[src/rtl/lru_key_value_cache_defines.svh]
`ifndef LRU_KEY_VALUE_CACHE_DEFINES_SVH
`define LRU_KEY_VALUE_CACHE_DEFINES_SVH

// same-cycle implication
`define LKVC_ASSERT_NOW(label, clk, rst, ante, cons) \
   label: assert property (@(posedge clk) disable iff (rst) (ante) |-> (cons)) \
      else $error("lkvc assertion failed");

// next-cycle implication
`define LKVC_ASSERT_NEXT(label, clk, rst, ante, cons) \
   label: assert property (@(posedge clk) disable iff (rst) (ante) |=> (cons)) \
      else $error("lkvc assertion failed");

`endif

[src/rtl/lkvc_pkg.sv]
`timescale 1ns / 1ps
`default_nettype none

package lkvc_pkg;

   localparam int KEY_W            = 32;
   localparam int VAL_W            = 31;
   localparam int CFG_W            = 5;
   localparam int CAPACITY_DEFAULT = 16;

   localparam logic [CFG_W-1:0] CFG_RESET = 5'd16;

   localparam logic REQ_GET = 1'b0;
   localparam logic REQ_PUT = 1'b1;

   typedef logic [KEY_W-1:0] key_type;
   typedef logic [VAL_W-1:0] val_type;

   typedef enum logic [1:0] {
      ST_IDLE,
      ST_SCAN,
      ST_TAIL,
      ST_UPDATE
   } state_type;

   typedef struct packed {
      logic rd_en;
      logic wr_en;
   } kv_cmd_type;

   typedef struct packed {
      logic    match;
      val_type value;
   } kv_rsp_type;

endpackage

`default_nettype wire

[src/rtl/lkvc_kv_store.sv]
`timescale 1ns / 1ps
`default_nettype none

module lkvc_kv_store #(
   parameter int  CAPACITY = lkvc_pkg::CAPACITY_DEFAULT,
   localparam int SLOT_W   = (CAPACITY > 1) ? $clog2(CAPACITY) : 1
) (
   input  wire                  clock,
   input  lkvc_pkg::kv_cmd_type cmd,
   input  wire [SLOT_W-1:0]     addr,
   input  lkvc_pkg::key_type    wr_key,
   input  lkvc_pkg::val_type    wr_value,
   input  lkvc_pkg::key_type    cmp_key,
   output lkvc_pkg::kv_rsp_type rsp
);
   import lkvc_pkg::*;

   localparam int ROW_W = KEY_W + VAL_W;

   logic [ROW_W-1:0] kv_mem [CAPACITY];
   logic [ROW_W-1:0] rd_ff;

   always_ff @(posedge clock) begin
      if (cmd.wr_en) begin
         kv_mem[addr] <= {wr_key, wr_value};
      end
      if (cmd.rd_en) begin
         rd_ff <= kv_mem[addr];
      end
   end

   // shared key comparator
   assign rsp.match = (rd_ff[ROW_W-1 -: KEY_W] == cmp_key);
   assign rsp.value = rd_ff[VAL_W-1:0];

endmodule

`default_nettype wire

[src/rtl/lru_key_value_cache.sv]
`timescale 1ns / 1ps
`default_nettype none
`include "lru_key_value_cache_defines.svh"

// Channel   Handshake            Payload
// request   start / busy         req_type, req_key, req_value
// response  rsp_valid (strobe)   rsp_found, rsp_read_value
// config    csr_valid/csr_ready  csr_data
//
// A request reads one key per slot through the single table read port and comparator,
// then passes through the pipeline tail state and the update state.
// The response strobes in the update state; a new request is taken then too.
// Synchronous active-high reset clears valid marks, ranks and occupancy; capacity returns to 16.
// Responses cannot be stalled; csr writes are taken only while idle.

module lru_key_value_cache #(
   parameter int  CAPACITY = lkvc_pkg::CAPACITY_DEFAULT,
   localparam int SLOT_W   = (CAPACITY > 1) ? $clog2(CAPACITY) : 1,
   localparam int OCC_W    = $clog2(CAPACITY + 1)
) (
   input  wire                        clock,
   input  wire                        reset,
   input  wire                        start,
   output logic                       busy,
   input  wire                        req_type,
   input  lkvc_pkg::key_type          req_key,
   input  lkvc_pkg::val_type          req_value,
   output logic                       rsp_valid,
   output logic                       rsp_found,
   output lkvc_pkg::val_type          rsp_read_value,
   input  wire                        csr_valid,
   output logic                       csr_ready,
   input  wire [lkvc_pkg::CFG_W-1:0]  csr_data
);
   import lkvc_pkg::*;

   localparam int CMP_W = (OCC_W > CFG_W) ? OCC_W : CFG_W;

   state_type state_ff, state_in;

   logic              req_type_ff, req_type_in;
   key_type           key_ff, key_in;
   val_type           value_ff, value_in;
   logic [SLOT_W-1:0] issue_idx_ff, issue_idx_in;
   logic              cmp_vld_ff, cmp_vld_in;
   logic [SLOT_W-1:0] cmp_idx_ff, cmp_idx_in;
   logic              hit_ff, hit_in;
   logic [SLOT_W-1:0] hit_slot_ff, hit_slot_in;
   logic [SLOT_W-1:0] hit_rank_ff, hit_rank_in;
   val_type           hit_val_ff, hit_val_in;
   logic              free_found_ff, free_found_in;
   logic [SLOT_W-1:0] free_slot_ff, free_slot_in;
   logic              lru_found_ff, lru_found_in;
   logic [SLOT_W-1:0] lru_slot_ff, lru_slot_in;
   logic [CAPACITY-1:0] valid_ff, valid_in;
   logic [SLOT_W-1:0] rank_ff [CAPACITY];
   logic [SLOT_W-1:0] rank_in [CAPACITY];
   logic [OCC_W-1:0]  occ_ff, occ_in;
   logic [CFG_W-1:0]  cap_ff, cap_in;

   logic              accept;
   logic              is_put;
   logic              full;
   logic              do_update;
   logic              do_insert;
   logic [CMP_W-1:0]  cap_ext;
   logic [CMP_W-1:0]  eff_cap;
   logic [SLOT_W-1:0] occ_m1;
   logic [SLOT_W-1:0] upd_rank;
   logic [SLOT_W-1:0] target;
   logic [SLOT_W-1:0] mem_addr;
   kv_cmd_type        kv_cmd;
   kv_rsp_type        kv_rsp;

   lkvc_kv_store #(
      .CAPACITY (CAPACITY)
   ) u_store (
      .clock    (clock),
      .cmd      (kv_cmd),
      .addr     (mem_addr),
      .wr_key   (key_ff),
      .wr_value (value_ff),
      .cmp_key  (key_ff),
      .rsp      (kv_rsp)
   );

   always_comb begin
      cap_ext = CMP_W'(cap_ff);
      if (cap_ext == '0) begin
         eff_cap = CMP_W'(1);
      end else if (cap_ext > CMP_W'(CAPACITY)) begin
         eff_cap = CMP_W'(CAPACITY);
      end else begin
         eff_cap = cap_ext;
      end
      full   = (CMP_W'(occ_ff) >= eff_cap);
      occ_m1 = SLOT_W'(occ_ff - OCC_W'(1));
      is_put = (req_type_ff == REQ_PUT);
      if (hit_ff) begin
         upd_rank = hit_rank_ff;
         target   = hit_slot_ff;
      end else if (full) begin
         upd_rank = occ_m1;
         target   = lru_slot_ff;
      end else begin
         upd_rank = SLOT_W'(occ_ff);
         target   = free_slot_ff;
      end
      do_update = (state_ff == ST_UPDATE) && (hit_ff || is_put);
      do_insert = (state_ff == ST_UPDATE) && is_put && !hit_ff && !full;
   end

   // next state
   always_comb begin
      case (state_ff)
         ST_IDLE: begin
            state_in = start ? ST_SCAN : ST_IDLE;
         end
         ST_SCAN: begin
            state_in = (issue_idx_ff == SLOT_W'(CAPACITY - 1)) ? ST_TAIL : ST_SCAN;
         end
         ST_TAIL: begin
            state_in = ST_UPDATE;
         end
         ST_UPDATE: begin
            state_in = start ? ST_SCAN : ST_IDLE;
         end
         default: begin
            state_in = ST_IDLE;
         end
      endcase
   end

   // state outputs
   always_comb begin
      busy           = (state_ff == ST_SCAN) || (state_ff == ST_TAIL);
      rsp_valid      = (state_ff == ST_UPDATE);
      csr_ready      = (state_ff == ST_IDLE);
      rsp_found      = hit_ff;
      rsp_read_value = (req_type_ff == REQ_GET && hit_ff) ? hit_val_ff : '0;
      kv_cmd.rd_en   = (state_ff == ST_SCAN);
      kv_cmd.wr_en   = (state_ff == ST_UPDATE) && is_put;
      mem_addr       = (state_ff == ST_SCAN) ? issue_idx_ff : target;
   end

   assign accept = start && !busy;

   // datapath next values
   always_comb begin
      req_type_in   = req_type_ff;
      key_in        = key_ff;
      value_in      = value_ff;
      issue_idx_in  = issue_idx_ff;
      cmp_vld_in    = (state_ff == ST_SCAN);
      cmp_idx_in    = issue_idx_ff;
      hit_in        = hit_ff;
      hit_slot_in   = hit_slot_ff;
      hit_rank_in   = hit_rank_ff;
      hit_val_in    = hit_val_ff;
      free_found_in = free_found_ff;
      free_slot_in  = free_slot_ff;
      lru_found_in  = lru_found_ff;
      lru_slot_in   = lru_slot_ff;
      valid_in      = valid_ff;
      rank_in       = rank_ff;
      occ_in        = occ_ff;
      cap_in        = cap_ff;

      if (state_ff == ST_SCAN) begin
         issue_idx_in = issue_idx_ff + SLOT_W'(1);
      end

      if (cmp_vld_ff) begin
         if (valid_ff[cmp_idx_ff] && kv_rsp.match && !hit_ff) begin
            hit_in      = 1'b1;
            hit_slot_in = cmp_idx_ff;
            hit_rank_in = rank_ff[cmp_idx_ff];
            hit_val_in  = kv_rsp.value;
         end
         if (!valid_ff[cmp_idx_ff] && !free_found_ff) begin
            free_found_in = 1'b1;
            free_slot_in  = cmp_idx_ff;
         end
         if (valid_ff[cmp_idx_ff] && rank_ff[cmp_idx_ff] == occ_m1) begin
            lru_found_in = 1'b1;
            lru_slot_in  = cmp_idx_ff;
         end
      end

      // touch: entries more recent than the target age by one
      if (do_update) begin
         for (int j = 0; j < CAPACITY; j++) begin
            if (valid_ff[j] && rank_ff[j] < upd_rank) begin
               rank_in[j] = rank_ff[j] + SLOT_W'(1);
            end
         end
         rank_in[target]  = '0;
         valid_in[target] = 1'b1;
      end
      if (do_insert) begin
         occ_in = occ_ff + OCC_W'(1);
      end

      if (accept) begin
         req_type_in   = req_type;
         key_in        = req_key;
         value_in      = req_value;
         issue_idx_in  = '0;
         hit_in        = 1'b0;
         free_found_in = 1'b0;
         lru_found_in  = 1'b0;
      end

      if (csr_valid && csr_ready) begin
         cap_in = csr_data;
      end
   end

   always_ff @(posedge clock) begin
      if (reset) begin
         state_ff      <= ST_IDLE;
         cmp_vld_ff    <= 1'b0;
         hit_ff        <= 1'b0;
         free_found_ff <= 1'b0;
         lru_found_ff  <= 1'b0;
         valid_ff      <= '0;
         rank_ff       <= '{default: '0};
         occ_ff        <= '0;
         cap_ff        <= CFG_RESET;
         issue_idx_ff  <= '0;
      end else begin
         state_ff      <= state_in;
         cmp_vld_ff    <= cmp_vld_in;
         hit_ff        <= hit_in;
         free_found_ff <= free_found_in;
         lru_found_ff  <= lru_found_in;
         valid_ff      <= valid_in;
         rank_ff       <= rank_in;
         occ_ff        <= occ_in;
         cap_ff        <= cap_in;
         issue_idx_ff  <= issue_idx_in;
      end
   end

   always_ff @(posedge clock) begin
      req_type_ff  <= req_type_in;
      key_ff       <= key_in;
      value_ff     <= value_in;
      cmp_idx_ff   <= cmp_idx_in;
      hit_slot_ff  <= hit_slot_in;
      hit_rank_ff  <= hit_rank_in;
      hit_val_ff   <= hit_val_in;
      free_slot_ff <= free_slot_in;
      lru_slot_ff  <= lru_slot_in;
   end

   `LKVC_ASSERT_NOW(a_occ_matches_valid, clock, reset, 1'b1, $countones(valid_ff) == int'(occ_ff))
   `LKVC_ASSERT_NEXT(a_tail_then_resp, clock, reset, state_ff == ST_TAIL, rsp_valid)
   `LKVC_ASSERT_NOW(a_insert_has_free, clock, reset, do_insert, free_found_ff)
   `LKVC_ASSERT_NOW(a_evict_has_lru, clock, reset, rsp_valid && is_put && !hit_ff && full, lru_found_ff)

endmodule

`default_nettype wire
[config.mk]
export PLATFORM = sky130hd
export DESIGN_NAME = lru_key_value_cache
export DESIGN_NICKNAME = d
export VERILOG_FILES = /design/src/rtl/lkvc_pkg.sv /design/src/rtl/lkvc_kv_store.sv /design/src/rtl/lru_key_value_cache.sv
export VERILOG_INCLUDE_DIRS = /design/src /design/src/rtl
export SDC_FILE = /design/constraint.sdc
export NUM_CORES = 1
export LEC_CHECK = 0
export ABC_AREA = 0
export BUFFER_PORTS_ARGS = -buffer_cell sky130_fd_sc_hd__buf_2
export CORE_MARGIN = 3
export CORE_UTILIZATION = 55
export DETAILED_ROUTE_END_ITERATION = 10
export PLACE_DENSITY = 0.71
export SYNTH_ARGS = -nofsm -noshare
export SYNTH_HDL_FRONTEND = slang
export SYNTH_HIERARCHICAL = 1
export SYNTH_SLANG_ARGS = --single-unit
[constraint.sdc]
create_clock -name clock -period 16.05 [get_ports clock]
set_input_delay 2.4075 -clock clock [delete_from_list [all_inputs] [get_ports clock]]
set_output_delay 2.4075 -clock clock [all_outputs]
set_load 0.02 [all_outputs]
After elaboration in Yosys (flattened, before gate mapping). Memories as Yosys holds them, arrays and structs flattened. A register that Yosys moved wholly into a read port is not among the register bits. Cells that the tools add are included.

Register bits: 214. Latch bits: 0. RAM bits: 1008. Bits in read-only memories: 0. Bits of input ports: 73. Output and inout port bits: 35. Logic and storage cells: 186. Memories: 1.

Add/subtract/negate cells: 19. Multipliers: 0. Divide/modulo/power cells: 0. Magnitude comparators: 24. Equal/unequal tests: 6. Shift-type cells: 0. Multiplexer cells: 54. Bitwise operators: 6. Reduce and logical (&&, ||, !) cells: 43.

Memories: u_store.kv_mem (words 16, bits a word 63, read ports 1, clocked after memory_dff 1, wr ports 1, line lkvc_kv_store.sv:20) `logic [ROW_W-1:0] kv_mem [CAPACITY];`.

Operators with widths (number): $mux W4 (40); $add A4 B1 Y4 const B (17); $and A64 B64 Y64 (1); $lt A4 B4 Y1 (16); $not A64 Y64 (1); $eq A32 B32 Y1 (1); $mux W31 (1); $logic_and A1 B1 Y1 (29); $bmux W4 S4 (1); $demux W4 S4 (1); $or A16 B16 Y16 (1); $ge A5 B5 Y1 const B (2); $lt A4 B5 Y1 const B (2); $mux W5 (2); $not A4 Y5 (2); $pmux W2 S3 (1); $reduce_and A2 Y1 (3); $add A5 B1 Y5 const B (1); $ge A5 B5 Y1 (1); $gt A5 B5 Y1 const B (1); $logic_not A1 Y1 (5); $logic_not A5 Y1 (1); $lt A5 B1 Y1 const B (1); $mux W1 (5); 13 further kinds (16).

Depth between registers and ports, before layout. Gate-level depths: netlist (run 1).

Depth after elaboration: 13. Gate-level depth with buffers: 19. Mapped depth without buffers: 18.

Hierarchy. Netlist (run 1), hierarchy kept.

By module, submodules not included: lkvc_kv_store (instances 1, cells each 1698, area an instance 40162.3 µm²); lru_key_value_cache (instances 1, cells each 939, area an instance 10369.9 µm²).

Worst setup path before layout (run 1). Ideal clock, no wire load.

Kind: register to register. From: reg state_ff[1]. To: mem u_store/kv_mem[0][0] in the netlist's numbering (enable). Data arrival time: 7.603 ns. Path slack: 7.885 ns. Stages on the path, launching flop included: 8. Buffers on the path: 2. Cells stage by stage: dfxtp_1 inv_1 ha_1 clkbuf_1 clkbuf_1 o21ai_0 or3b_2 nor3_1.

RTL lines: from (decl) (line lru_key_value_cache.sv:39) `state_type state_ff, state_in;`; from (signal assigned) (line lru_key_value_cache.sv:232) `state_ff <= state_in;`; $eq A2 B1 Y1; via cmp_vld_in (line lru_key_value_cache.sv:45) `logic cmp_vld_ff, cmp_vld_in;`; $mux W4 (line lru_key_value_cache.sv:143) `mem_addr = (state_ff == ST_SCAN) ? issue_idx_ff : target;`; via mem_addr[3] (line lru_key_value_cache.sv:71) `logic [SLOT_W-1:0] mem_addr;`; to (decl) (line lkvc_kv_store.sv:20).

The timed path passes the listed nets, and every way through them passes these cells.

Final worst setup path (run 1).
From: reg cap_ff[1] (netlist: cap_ext[1]). To: mem u_store/kv_mem[11][1] in the netlist's numbering (enable).

Cells in the longest elaborated chain, start to end: 7.

Ends and longest elaborated chain: from (decl) (line lru_key_value_cache.sv:59) `logic [CFG_W-1:0] cap_ff, cap_in;`; from (signal assigned) (line lru_key_value_cache.sv:240) `cap_ff <= cap_in;`; $gt A5 B5 Y1 (line lru_key_value_cache.sv:91) `end else if (cap_ext > CMP_W'(CAPACITY)) begin`; $mux W5 (line lru_key_value_cache.sv:91); $mux W5 * (line lru_key_value_cache.sv:89) `if (cap_ext == '0) begin`; $ge A5 B5 Y1 * (line lru_key_value_cache.sv:96) `full = (CMP_W'(occ_ff) >= eff_cap);`; $mux W4 * (line lru_key_value_cache.sv:102) `end else if (full) begin`; $mux W4 * (line lru_key_value_cache.sv:99) `if (hit_ff) begin`; $mux W4 * (line lru_key_value_cache.sv:143); via mem_addr[1] (line lru_key_value_cache.sv:71).

Mark *: on every way through the listed nets, which the timed path passes. The rest lies on a longest branch.

==> summary.md, run 1 <==
| Metric | Value |
|---|---|
| Max_cap viols | `0` |
| Synth-to-Final Area Change | `12.5%` |
| Pwr dens | `129 nW/um2` |
| Critical path type | `reg -> reg` |
| Worst-Skew Late Latency | `750 ps` |
| Final worst path period share | `39.1%` |
| Multi-input logic area | `12200 um2` |
| Root Buffer | `clkbuf_16` |
| I/O pin total | `108` |
| Peak VDD IR | `117 uV` |
| Post-synth top flop | `edfxtp_1` |
| Fin. Hold Viols | `0` |
| Clk pin slew, worst setup/hold paths | `60 ps` |
| Worst setup SP type | `flop` |
| Reg2Reg Setup Slack | `9780 ps` |
| Post-synth EDFFs | `1182` |
| Mapped Nets | `2754` |
| RSZ-0062 raised after global routing | `false` |
| Final Worst Setup Slack | `9780 ps` |
| Slew HR | `18.4%` |
| Vias per cell | `6.40` |
| Count leader, synth | `edfxtp_1` |
| Crit path to | `u_store/kv_mem[11][1]` |
| Gr usage total | `24.6%` |
| Area contributors post-synth | `edfxtp_1, mux4_2, dfxtp_1, a22oi_1, ha_1` |
| Yosys warns | `6` |
| HP Class | `reg -> reg` |
| Post-CTS Hold Fix Bufs | `0` |
| Clk buf depth | `3` |
| Synth async-reset ratio | `0%` |
| Critical path endpoint category | `flop` |
| Sequential share of the synthesized area | `74.3%` |
| Final-report setup violation count | `0` |
| CTS Sinks | `1285` |
| H-tree depth | `4` |
| Worst slack, placed | `9740 ps` |
| Layout cell share with drive strength beyond 1 | `23.6%` |
| Critical Path AT | `6620 ps` |
| Area leader, netlist | `edfxtp_1` |
| Mapped Area | `50500 um2` |
| Die Span Y | `309 um` |
| CTS tree | `built` |
| Status | `complete, no violations` |
| Port bufs | `107` |
| CTS-repair resized insts | `0` |
| Worst setup startpoint | `cap_ext[1]` |
| First-pass GRT wire length | `172000 um` |
| Fillcell total | `6147` |
| Post-DP HPWL | `59700 um` |
| Antenna-violating nets left | `0` |
| Share of Yosys cell area claimed by the top area cell type | `70.2%` |
| FF+latch count, synth | `1285` |
| Initial DRC count | `2789` |
| Nets | `2897` |
| Worst Path Max Fanout | `63` |
| Initial antenna violation count | `1` |
| Die footprint | `95500 um2` |
| Cells on worst reg2reg path | `16` |
| Least-Margin Pin Slew | `1220 ps` |
| Reg-to-Reg Start | `cap_ext[1]` |
| Drt drc | `0` |
| Setup TNS | `0 ps` |
| Avg Cell Area, Syn | `19.2 um2` |
| Core footprint | `90600 um2` |
| Required @ worst endpoint | `16400 ps` |
| Tmin final | `6270 ps` |
| Vias in the first global route | `27069` |
| Worst R2R End | `u_store/kv_mem[11][1]` |
| Clock Skew | `44.5 ps` |
| Vias | `26005` |
| Register Area | `37600 um2` |
| Setup bufs post-CTS | `0` |
| Top cells by count, synth | `edfxtp_1, mux4_2, a22oi_1, nand2_1, dfxtp_1` |
| Leak pwr | `18.4 nW` |
| Synth Instances | `2637` |
| Die width | `309 um` |
| Yosys cell types | `72` |
| TritonCTS Buffers | `132` |
| Largest net degree at the start of global routing | `121` |
| GP Congestion | `0.876` |
| Total gr overflow | `0` |
| DRT Pass-1 Iters | `5` |
| Fin. max-slew vios | `0` |
| Avg WL per Cell | `28.3 um` |
| Max Fclk | `160 MHz` |
| Row cnt | `110` |
| Initial core utilization | `55.8%` |
| Final WL | `115000 um` |
[worst min-delay path by stage]
stage	start	endpoint	slack [ps]	cells past startpoint
after detailed placement	cmp_idx_in[3]	cmp_idx_ff[3]	390	0
final	cmp_idx_in[3]	cmp_idx_ff[3]	380	0
after global routing	cmp_idx_in[3]	cmp_idx_ff[3]	410	0
after global placement	cmp_idx_in[3]	cmp_idx_ff[3]	390	0
after floorplan	cmp_idx_in[3]	cmp_idx_ff[3]	370	0
after CTS	cmp_idx_in[3]	cmp_idx_ff[3]	390	0
[metrics by stage]
step / hold WS, ps / instances / power, mW / util [%] / instance area (um2)
2_1_floorplan: 375 / 2637 / 4.17 / - / 50500
3_3_place_gp: 386 / 3822 / 4.29 / 57.8 / 52400
3_5_place_dp: 394 / 3822 / 4.30 / 57.8 / 52400
4_1_cts: 390 / 4061 / 7.41 / 62.8 / 56800
5_1_grt: 411 / 4062 / 7.58 / 62.8 / 56800
6_report: 381 / 4062 / 7.36 / 62.8 / 56800
[cells by family after synthesis]
group	after synthesis	synth area share (%)
fa+ha+maj	56	1.33
mux	291	12.6
xor+xnor	70	1.21
flops	1285	74.3
simple gates	416	4.14
buf+inv	194	1.91
compound gates	325	4.46
[final cells by class]
cell class              count  share of cell area [%]
well taps                1176                    2.59
inverters                  40                   0.264
flip-flops and latches   1285                    66.1
multi-input cells        1158                    21.5
repair buffers            163                    1.70
clock inverters            76                    1.65
clock buffers             163                    6.22
diodes                      1                 0.00440
[state kept, by name (all words and copies together) (netlist names)]
signal,flops
cmp_vld_ff,1
cmp_idx_in,4
free_slot_ff,4
cmp_idx_ff,4
valid_ff,16
value_ff,31
key_ff,32
rank_ff,64
hit_val_ff,31
occ_ff,5
u_store/rd_ff,63
cap_ext,5
hit_slot_ff,4
lru_slot_ff,4
rsp_found,1
hit_rank_ff,4
free_found_ff,1
u_store/kv_mem,1008
state_ff,2
is_put,1
[placed cells by master (no fill, tap or decap), types with 17 or more instances in the layout]
cell,n
edfxtp_1,1182
mux4_2,277
clkbuf_16,136
a22oi_1,126
nand2_1,118
buf_2,107
dfxtp_1,103
nor2_1,76
a21oi_1,55
buf_4,55
xor2_1,49
ha_1,43
inv_1,40
and2_1,37
o21ai_0,31
nand3_1,31
a31oi_1,25
clkbuf_1,24
clkinv_1,23
nand2b_1,21
xnor2_1,21
or3_1,20
clkinv_2,20
bufinv_16,17
[where the power goes]
group          switching [mW]  internal (mW)
combinational           0.258          0.212
clock                    1.27           1.85
sequential             0.0541           3.71
total                    1.58           5.77
[worst max-delay path: stages, from the launching register on]
cell and delay [ps]:
dfxtp_1 330, nor3_1 190, nor2_1 50, nor2_1 90
ha_1 230, nand2b_1 180, a31o_1 290, a21oi_1 160
buf_4 220, o311ai_1 130, buf_4 210, o21ai_4 120
buf_4 700, buf_4 860, nand2_1 490, nor2_4 770
buf_4 810
[routing by layer]
layer  vias to the layer above  wire (um)  GRT usage [%]
met5                         -          0              0
met4                         0       4050           9.57
met3                       259       8850           4.77
met2                      1207      57800           40.8
met1                     13539      44200           32.8
li1                      11000          -              -
(Power assumes the default switching activity.)
==> inputs of run 2 (changes only) <==
PLACE_DENSITY = 0.74   (was 0.71)
clock period = 5.1 ns   (was 16.05 ns; I/O delays follow)
==> summary.md, run 2 (synthesis gave the netlist of run 1 again) <==
| Metric | Value |
|---|---|
| Status | `complete, no violations` |
| Least-Margin Pin Slew | `977 ps` |
| Layout cell share with drive strength beyond 1 | `23.8%` |
| Critical path type | `reg -> reg` |
| Antenna-violating nets left | `0` |
| Fillcell total | `6070` |
| CTS Sinks | `1285` |
| CTS-repair resized insts | `0` |
| Peak VDD IR | `387 uV` |
| Vias | `26170` |
| Initial antenna violation count | `0` |
| Worst hold endpoint | `value_ff[22]` |
| CP max-delay cell | `nor2b_4` |
| GP Congestion | `0.852` |
| Critical path endpoint category | `flop` |
| Avg WL per Cell | `28.0 um` |
| Largest register FFs | `1008` |
| Slew HR | `34.8%` |
| Vias per cell | `6.42` |
| Switching part of the total | `22.0%` |
| Setup bufs post-CTS | `0` |
| Critical Path AT | `4910 ps` |
| Pwr dens | `389 nW/um2` |
| CTS tree | `built` |
| Post-DP HPWL | `62200 um` |
| Placed cells | `3850` |
| Final worst path period share | `86.0%` |
| Worst-Skew Late Latency | `710 ps` |
| Required @ worst endpoint | `5620 ps` |
| Worst Path Max Fanout | `41` |
| Switching power | `4.86 mW` |
| Synth-to-Final Area Change | `12.5%` |
| Nets | `2912` |
| RSZ-0062 raised after global routing | `false` |
| Largest Register | `u_store/kv_mem` |
| Fin. max-slew vios | `0` |
| Worst setup SP type | `flop` |
| Non-Filler Instances | `4074` |
| Cells on worst reg2reg path | `15` |
| Register Area | `37600 um2` |
| Gr usage total | `24.4%` |
| Clk pin slew, worst setup/hold paths | `60 ps` |
| Regs by FF count | `u_store/kv_mem (1008), rank_ff (64), u_store/rd_ff (63)` |
| Hold Crit Depth | `1` |
| Reg2Reg Setup Slack | `710 ps` |
| Cell-internal power | `17.3 mW` |
| Vias in the first global route | `27173` |
| Max Fclk | `228 MHz` |
| Fin. Hold Viols | `0` |
| Worst slack, placed | `845 ps` |
| CP Cell Sequence | `nor3_1 -> nor2_1 -> nor2_1 -> ha_1 -> nand2b_1 -> a31o_1 -> a21oi_1 -> buf_4 -> mux2_2 -> mux2i_1 -> o21ai_0 -> nor2b_4 -> buf_4 -> a22oi_1 -> nand2_1` |
| HP Class | `in -> reg` |
| Setup TNS | `0 ps` |
| Final-report setup violation count | `0` |
| Post-CTS Hold Fix Bufs | `0` |
| Clock Skew | `64.9 ps` |
| Buf+Inv Stages, Crit Path | `2` |
| Clk pwr share | `39.5%` |
| Port bufs | `107` |
| Die footprint | `95500 um2` |
| Drt drc | `0` |
| Root Buffer | `clkbuf_16` |
| Most frequent cells in the layout | `edfxtp_1, mux4_2, a22oi_1` |
| Diode count | `0` |
| Total gr overflow | `0` |
| DRT Pass-1 Iters | `6` |
| HP Start | `req_value[22]` |
| I/O pin total | `108` |
| CP delay by family, top | `simple AND/OR/NAND/NOR gates` |
| Clk buf depth | `3` |
| Final Worst Setup Slack | `713 ps` |
| Combinational power share | `7.0%` |
| Leak pwr | `18.3 nW` |
| Power Total | `22.1 mW` |
| Core footprint | `90600 um2` |
| Max_cap viols | `0` |
| Initial core utilization | `55.8%` |
| Row cnt | `110` |
| Tmin final | `4390 ps` |
| Largest net degree at the start of global routing | `67` |
| Final WL | `114000 um` |
| Worst R2R End | `u_store/rd_ff[48]` |
| First-pass GRT wire length | `173000 um` |
| Die width | `309 um` |
| Reg-to-Reg Start | `cap_ext[1]` |
| Die Span Y | `309 um` |
| H-tree depth | `3` |
| Multi-input logic area | `12200 um2` |
| Commonest non-fill, non-tap cell in the layout | `edfxtp_1` |
| Initial DRC count | `3076` |
| Max incr delay on CP | `800 ps` |
| TritonCTS Buffers | `119` |
| Sequential share of power | `53.5%` |
run 2: cell count changes in the layout (fill, tap and decap cells not counted), moves of 4 or more:
cell	change
buf_12	+30
clkbuf_16	-16
bufinv_16	-7
clkinv_1	+4
run 2: worst max-delay path by stage:
stage | depth (start not counted) | slack (ps) | end | start
after floorplan | 15 | -70 | u_store/kv_mem[5][0] | cap_ext[1]
after global placement | 15 | 850 | u_store/kv_mem[1][39] | cap_ext[1]
after detailed placement | 15 | 850 | u_store/rd_ff[32] | cap_ext[1]
after CTS | 15 | 770 | u_store/rd_ff[55] | cap_ext[2]
after global routing | 15 | 390 | u_store/rd_ff[43] | cap_ext[1]
final | 15 | 710 | u_store/rd_ff[48] | cap_ext[1]
run 2: worst reg2reg max path, delay by kind of cell (launching register included):
kind / cells / cell delay (ps)
simple gates: 6 / 1440
buf+inv: 2 / 1010
fa+ha+maj: 1 / 230
flops: 1 / 330
mux: 2 / 230
compound gates: 4 / 980
run 2: routing by layer:
| metal | GRT usage [%] | vias to the layer above | routed length, um |
|---|---|---|---|
| li1 | - | 11001 | - |
| met2 | 41.1 | 1295 | 58200 |
| met5 | 0 | - | 0 |
| met4 | 7.15 | 0 | 3030 |
| met1 | 33.7 | 13634 | 44000 |
| met3 | 3.43 | 240 | 8990 |
run 2: cell type report:
type,count,share of cell area [%]
flip-flops and latches,1285,66.1
multi-input cells,1158,21.5
clock buffers,147,5.50
repair buffers,191,2.73
well taps,1176,2.59
clock inverters,77,1.31
inverters,40,0.264
run 2: power by group through the flow:
stage	combinational (mW)	clock, mW	sequential (mW)
after detailed placement	1.54	0	12.1
final	1.55	8.73	11.8
after CTS	1.56	8.86	11.8
after floorplan	1.15	0	12.0
after global placement	1.51	0	12.0
after global routing	1.65	9.27	11.8
run 2: through the flow:
| step | instance area [um2] | util [%] | hold slack, ps |
|---|---|---|---|
| 6_report | 56800 | 62.8 | 227 |
| 5_1_grt | 56800 | 62.8 | 187 |
| 4_1_cts | 56800 | 62.8 | 181 |
| 3_5_place_dp | 53000 | 58.5 | 394 |
| 3_3_place_gp | 53000 | 58.5 | 385 |
| 2_1_floorplan | 50700 | - | 375 |
